===== src/rtl/core/tfqe_pkg.sv =====
// ----------------------------------------------------------------------------
// tfqe_pkg
// Shared types, widths and helpers for the tangent frame quaternion encoder.
// ----------------------------------------------------------------------------
`default_nettype none

package tfqe_pkg;

  localparam int FRAC_BITS = 15;
  localparam int QMAX      = (1 << FRAC_BITS) - 1;

  localparam int E_W     = FRAC_BITS + 3;       // off-diagonal sums, signed
  localparam int MAG_W   = FRAC_BITS + 2;       // |e|
  localparam int ROOT_W  = FRAC_BITS + 2;       // k
  localparam int RAD_W   = 2 * ROOT_W;          // sqrt radicand
  localparam int DEN_W   = ROOT_W + 2;          // 4k
  localparam int QUO_W   = ROOT_W + 1;          // quotient bits
  localparam int NUM_W   = DEN_W + QUO_W - 3;   // rounded numerator

  typedef enum logic [1:0] {
    BIG_X = 2'd0,
    BIG_Y = 2'd1,
    BIG_Z = 2'd2,
    BIG_W = 2'd3
  } big_t;

  typedef struct packed {
    logic signed [15:0] t_x;
    logic signed [15:0] t_y;
    logic signed [15:0] t_z;
    logic signed [15:0] b_x;
    logic signed [15:0] b_y;
    logic signed [15:0] b_z;
    logic signed [15:0] n_x;
    logic signed [15:0] n_y;
    logic signed [15:0] n_z;
  } req_t;

  typedef struct packed {
    logic signed [15:0] quat_x;
    logic signed [15:0] quat_y;
    logic signed [15:0] quat_z;
    logic signed [15:0] quat_w;
  } rsp_t;

  // travels alongside the square root
  typedef struct packed {
    logic                      refl;
    big_t                      big;
    logic [3:0][E_W-1:0]       e;      // x, y, z, w numerators (two's complement)
  } side_t;

  // travels alongside the dividers
  typedef struct packed {
    logic                      refl;
    big_t                      big;
    logic [3:0]                e_neg;
    logic                      small_w;
    logic                      ew_pos;
    logic [ROOT_W-1:0]         khalf;
    logic [DEN_W-1:0]          den;
  } dside_t;

  // signed component, saturated to +-QMAX
  function automatic logic signed [15:0] sat_q(input logic signed [QUO_W:0] v);
    logic signed [QUO_W:0] hi;
    logic signed [QUO_W:0] lo;
    hi = (QUO_W+1)'(QMAX);
    lo = -(QUO_W+1)'(QMAX);
    if (v > hi) begin
      sat_q = 16'(QMAX);
    end else if (v < lo) begin
      sat_q = -16'(QMAX);
    end else begin
      sat_q = 16'(v);
    end
  endfunction

endpackage

`default_nettype wire


===== src/rtl/core/tfqe_isqrt.sv =====
// ----------------------------------------------------------------------------
// tfqe_isqrt
// Pipelined integer square root, one result bit per stage.
// ----------------------------------------------------------------------------
`default_nettype none

module tfqe_isqrt
  import tfqe_pkg::*;
(
  input  wire logic              clk,
  input  wire logic              rst,
  input  wire logic              adv,
  input  wire logic              in_valid,
  input  wire logic [RAD_W-1:0]  in_rad,
  input  wire side_t             in_side,
  output logic                   out_valid,
  output logic [ROOT_W-1:0]      out_root,
  output side_t                  out_side
);

  localparam int REM_W = ROOT_W + 3;

  logic              vld  [ROOT_W];
  logic [REM_W-1:0]  rem  [ROOT_W];
  logic [ROOT_W-1:0] root [ROOT_W];
  logic [RAD_W-1:0]  rad  [ROOT_W];
  side_t             side [ROOT_W];

  for (genvar i = 0; i < ROOT_W; i++) begin : g_st
    logic              pv;
    logic [REM_W-1:0]  prem;
    logic [ROOT_W-1:0] proot;
    logic [RAD_W-1:0]  prad;
    side_t             pside;
    logic [REM_W-1:0]  cur;
    logic [REM_W-1:0]  trial;

    if (i == 0) begin : g_first
      assign pv    = in_valid;
      assign prem  = '0;
      assign proot = '0;
      assign prad  = in_rad;
      assign pside = in_side;
    end else begin : g_next
      assign pv    = vld[i-1];
      assign prem  = rem[i-1];
      assign proot = root[i-1];
      assign prad  = rad[i-1];
      assign pside = side[i-1];
    end

    assign cur   = {prem[REM_W-3:0], prad[RAD_W-1 -: 2]};
    assign trial = {1'b0, proot, 2'b01};

    always_ff @(posedge clk) begin
      if (rst) begin
        vld[i] <= 1'b0;
      end else if (adv) begin
        vld[i] <= pv;
      end
    end

    always_ff @(posedge clk) begin
      if (adv) begin
        if (cur >= trial) begin
          rem[i]  <= cur - trial;
          root[i] <= {proot[ROOT_W-2:0], 1'b1};
        end else begin
          rem[i]  <= cur;
          root[i] <= {proot[ROOT_W-2:0], 1'b0};
        end
        rad[i]  <= {prad[RAD_W-3:0], 2'b00};
        side[i] <= pside;
      end
    end
  end

  assign out_valid = vld[ROOT_W-1];
  assign out_root  = root[ROOT_W-1];
  assign out_side  = side[ROOT_W-1];

endmodule

`default_nettype wire


===== config.mk =====
export PLATFORM = sky130hd
export DESIGN_NAME = tfqe_isqrt
export DESIGN_NICKNAME = d
export VERILOG_FILES = /design/src/rtl/core/tfqe_pkg.sv /design/src/rtl/core/tfqe_isqrt.sv
export SDC_FILE = /design/constraint.sdc
export NUM_CORES = 2
export LEC_CHECK = 0
export ABC_AREA = 1
export BUFFER_PORTS_ARGS = -buffer_cell sky130_fd_sc_hd__buf_4
export CAP_MARGIN = 20
export CORE_ASPECT_RATIO = 0.7
export CORE_MARGIN = 2
export CORE_UTILIZATION = 55
export CTS_BUF_LIST = sky130_fd_sc_hd__clkbuf_16
export CTS_CLUSTER_DIAMETER = 60
export DETAILED_ROUTE_END_ITERATION = 10
export GPL_ROUTABILITY_DRIVEN = 1
export PLACE_DENSITY = 0.72
export SLEW_MARGIN = 20
export SYNTH_ARGS = -nofsm -noshare
export SYNTH_HDL_FRONTEND = slang
export SYNTH_SLANG_ARGS = --single-unit

===== constraint.sdc =====
create_clock -name clk -period 5.3 [get_ports clk]
set_input_delay 1.06 -clock clk [delete_from_list [all_inputs] [get_ports clk]]
set_output_delay 1.06 -clock clk [all_outputs]
set_load 0.02 [all_outputs]

[Word level (Yosys, flattened, before mapping)]
Memories as Yosys holds them, arrays and structs flattened.
Cells that the tools add are included.
Storage, ports and cells
  flip-flop bits (word level): 0
  RAM bits: 2465
  input port bits: 113
  word-level logic and storage cells: 249
  memories kept: 5
Operators by class
  $add $sub $neg: 17
  order comparisons: 17
  muxes and demuxes: 159
  bitwise operators: 51
Memory list
  side: words 17, width 75, rd ports 17, clocked after Yosys merged registers in 0, wr ports 17, line tfqe_isqrt.sv:27  | side_t side [ROOT_W];
  rad: words 17, width 32, rd ports 16, clocked after Yosys merged registers in 0, wr ports 17, line tfqe_isqrt.sv:26  | logic [RAD_W-1:0] rad [ROOT_W];
  rem: words 17, width 20, rd ports 16, clocked after Yosys merged registers in 0, wr ports 17, line tfqe_isqrt.sv:24  | logic [REM_W-1:0] rem [ROOT_W];
  root: words 17, width 17, rd ports 17, clocked after Yosys merged registers in 0, wr ports 17, line tfqe_isqrt.sv:25  | logic [ROOT_W-1:0] root [ROOT_W];
  vld: words 17, width 1, rd ports 17, clocked after Yosys merged registers in 0, wr ports 17, line tfqe_isqrt.sv:23  | logic vld [ROOT_W];
Operators with widths (count)
  2-to-1 mux 20 bit: 17
  >= comparator 20 x 19 -> 1 bit: 16
  subtractor 20 x 19 -> 20 bit: 16
  2-to-1 mux 17 bit: 17
  2-to-1 mux 1 bit: 125
  bitwise OR 1 bit: 51
  subtractor 2 x 1 -> 3 bit (second input constant): 1
  >= comparator 2 x 1 -> 1 bit (second input constant): 1

[Logic depth before layout (Yosys ltp)]
An unclocked memory read counts as a cell.
  depth in word-level cells: 6
  gate-level depth with buffers: 14
  depth with buffers taken out: 14

[Least setup slack after synthesis]
OpenSTA, ideal clock, no wires.
  path type: input to register
  start point: in adv
  end point: mem rem[13][0] (netlist bit) (enable)
  library setup time: 400 ps
  arrival: 2483 ps
  required time: 4900 ps
  setup slack: 2417 ps
  stages on the path: 4
  path buffers: 4
  path through: buf_6 > buf_8 > clkbuf_1 > clkbuf_1
RTL lines
  start: declaration: line tfqe_isqrt.sv:12  | input wire logic adv,
  end: declaration: line tfqe_isqrt.sv:24

==> flow_summary.toml <==
[worst_setup_path]
criticalPathCategory = "register to register"
worst_path_fanout_max = 15
worstSetupEndpoint = "rem[5][2]$_DFFE_PP_"
worst-r2r-setup-slack_ns = 2.64
regToRegStartpoint = "root[4][3]$_DFFE_PP_"
worstReg2RegEnd = "rem[5][2]$_DFFE_PP_"
timing.critical_path.from = "root[4][3]$_DFFE_PP_"
critPathLaunchType = "register"
crit_arrival_ns = 3.19
worst_setup_path_end_kind = "register"
cp_data_required_time_ns = 5.83
worst-r2r-cell-count = 11

[drt]
routed-wl-met3_um = 8640
remaining_drc_errors = 0
routed_wire_length_um = 127000
postRouteAntennaNets = 0
avg_vias_per_cell = 5.05
sum_of_routed_wire_segments_on_met1_um = 62500
dr_total_vias = 38200
detail_route.first_pass.iterations = 5
routed_wire_length_per_instance_um = 16.8
routed-wl-met2_um = 54000
highest_layer = "met4"
drtIter0Drc = 3498

[yosys]
ys_top_cells_by_area = "sky130_fd_sc_hd__edfxtp_1, sky130_fd_sc_hd__nand2_1, sky130_fd_sc_hd__inv_1"
synth_top_area_share = 0.785
postSynthNetCount = 5499
yosysWarnings = 0
ys_seq_elements = 1985
synth_top_flop_cell = "sky130_fd_sc_hd__edfxtp_1"
number_of_enable_type_register_cells_in_the_synthesized_netlist = 1984
syn_area_um2 = 75900
synth_top_cell_by_area = "sky130_fd_sc_hd__edfxtp_1"
asyncSetResetFlopFracSynth = 0
syn-mean-instance-area_um2 = 14.6
yosysMostFrequentCell = "sky130_fd_sc_hd__edfxtp_1"
post_synthesis_instance_total = 5214
synth_common_cells = "sky130_fd_sc_hd__edfxtp_1, sky130_fd_sc_hd__nand2_1, sky130_fd_sc_hd__inv_1, sky130_fd_sc_hd__nor2_1, sky130_fd_sc_hd__nand3_1"
synth.distinct_cells = 55
synth_seq_area_share = 0.785

[die]
io-pin-count = 206
die_extent_in_y_um = 315
placement_rows = 113
core_um2 = 136000
design.die.area_um2 = 141000
start_util = 0.557
die_x_um = 448

[timing]
slew_headroom = 0.380
drv_slew = 0
setup_viol = 0
fin_crit_ns = 2.66
clock.fmax_mhz = 376
skew_ns = 0.0195
grt_setup_unrepaired = "false"
timing.final.crit_share = 0.501
hold_viol = 0
finalSetupTns_ns = 0
timing.hold.ws_ns = 0.405
timing_worst_slew_pin_value_ns = 0.930

[finish]
areaGrowthSynthToFinish_pct = 13.1
nNetsFinal = 5871
share_of_cells_above_drive_strength_1 = 0.119

[pwr]
leakage_nw = 33.5
ir_worst_vdd_v = 0.000303
ratio_of_total_power_to_cell_area_nw_per_um2 = 412

[placed_design]
io_buffers = 205
finalWeightedCongestion = 0.917
hpwl_um = 85600

[clock_network]
cts-resized-gates = 0
cts_tree = "built"
h_tree_levels = 4
cts.clk_slew.worst_paths_ns = 0.06
cts_root_buf = "sky130_fd_sc_hd__clkbuf_16"
post_cts_hold_fix_bufs = 0
clkLatencyLatePin_ns = 0.80
postCtsSetupBuffers = 0
tritoncts.num_buffers = 181
cts.sink_count = 1985
max-clock-path-buffers = 3

[worst_hold_path]
hold_class = "register to register"

[global_route]
global_route.usage.total = 0.182
grt_first_pass_wirelength_um = 198000
congestion_overflow_gr = 0
grt_start_max_net_pins = 174
first_global_vias = 36000
grt_antenna_before_repair = 1

[status]
run_status = "finished, final reports clean"

[flow_run]
max_cap_viol_count = 0
layout make-up:
cell class	instances	area (µm²)
Clock buffer	184	4600
Multi-Input combinational cell	2518	13400
Timing Repair Buffer	237	1900
Inverter	663	2500
Antenna cell	2	5.00
Fill cell	9937	50400
Sequential cell	1985	59600
Clock inverter	145	1520
Tap cell	1840	2300
worst min path at each step:
stage	startpoint	depth (start not counted)	endpoint	slack, ns
final	side[1][501]$_DFFE_PP_	0	side[1][576]$_DFFE_PP_	0.40
after global routing	in_rad[1]	1	rad[0][1]$_DFFE_PP_	0.36
after CTS	in_rad[1]	1	rad[0][1]$_DFFE_PP_	0.35
after detailed placement	rad[0][102]$_DFFE_PP_	0	rad[0][136]$_DFFE_PP_	0.40
after global placement	side[1][60]$_DFFE_PP_	0	side[1][135]$_DFFE_PP_	0.40
after floorplan	rad[0][68]$_DFFE_PP_	0	rad[0][102]$_DFFE_PP_	0.40
cell usage in the layout (no fill, tap or decap), types with 20 or more instances in the layout:
cell / instances
sky130_fd_sc_hd__ha_1: 172
sky130_fd_sc_hd__nand2_2: 33
sky130_fd_sc_hd__clkinv_1: 33
sky130_fd_sc_hd__nand3_1: 268
sky130_fd_sc_hd__nand2_1: 1023
sky130_fd_sc_hd__o21ai_2: 33
sky130_fd_sc_hd__a21oi_1: 124
sky130_fd_sc_hd__a21oi_2: 20
sky130_fd_sc_hd__nor3_1: 38
sky130_fd_sc_hd__inv_1: 679
sky130_fd_sc_hd__xor2_1: 74
sky130_fd_sc_hd__o21ai_1: 23
sky130_fd_sc_hd__edfxtp_1: 1984
sky130_fd_sc_hd__nand4_1: 71
sky130_fd_sc_hd__xnor2_1: 51
sky130_fd_sc_hd__nand3b_1: 33
sky130_fd_sc_hd__o21ai_0: 81
sky130_fd_sc_hd__bufinv_16: 25
sky130_fd_sc_hd__buf_4: 228
sky130_fd_sc_hd__nor2_2: 23
sky130_fd_sc_hd__clkbuf_16: 184
sky130_fd_sc_hd__nor2_1: 363
flip-flops by register name (all words and copies together), names as in the netlist:
register / flops
rad: 272
side: 1275
rem: 268
vld: 17
root: 153
where the power goes:
group	internal, mW	switching (mW)	total, mW
combinational	1.00	2.02	3.03
clock	7.58	5.59	13.2
sequential	18.6	0.546	19.2
total	27.2	8.15	35.4
per-stage QoR:
step	setup slack [ns]	util	std cells	area [µm²]	power, mW
after floorplan	2.42	-	5214	75900	21.3
after global placement	2.15	0.585	7243	79700	22.4
after detailed placement	2.10	0.585	7243	79700	22.5
after CTS	2.59	0.630	7572	85900	35.8
after global routing	2.42	0.630	7574	85900	36.9
final	2.64	0.630	7574	85900	35.4
critical path, cell delays in order (launching register included):
cell	delay (ns)
sky130_fd_sc_hd__edfxtp_1	0.44
sky130_fd_sc_hd__inv_1	0.08
sky130_fd_sc_hd__ha_1	0.34
sky130_fd_sc_hd__nand2_1	0.11
sky130_fd_sc_hd__nand2_1	0.06
sky130_fd_sc_hd__a21oi_1	0.26
sky130_fd_sc_hd__nand2_1	0.14
sky130_fd_sc_hd__nor2_4	0.12
sky130_fd_sc_hd__nand3_2	0.10
sky130_fd_sc_hd__nor2_4	0.35
sky130_fd_sc_hd__nand2_1	0.09
sky130_fd_sc_hd__o21ai_1	0.29
layer usage:
metal,vias to the layer above,GRT usage
met5,-,0
met4,0,0.0464
met3,183,0.0431
met2,967,0.254
met1,18100,0.289
li1,18900,-
logic make-up after synthesis:
family                     Yosys count  synth area share
xor gates and xnor gates           125            0.0144
DFF                               1985             0.785
adders and majority gates          172            0.0284
AOI/OAI and AO/OA                  305            0.0237
buffers and inverters              711            0.0377
muxes                                1          0.000132
and+or+nand+nor                   1915             0.110
No activity file was read; power rests on OpenSTA's default activity.
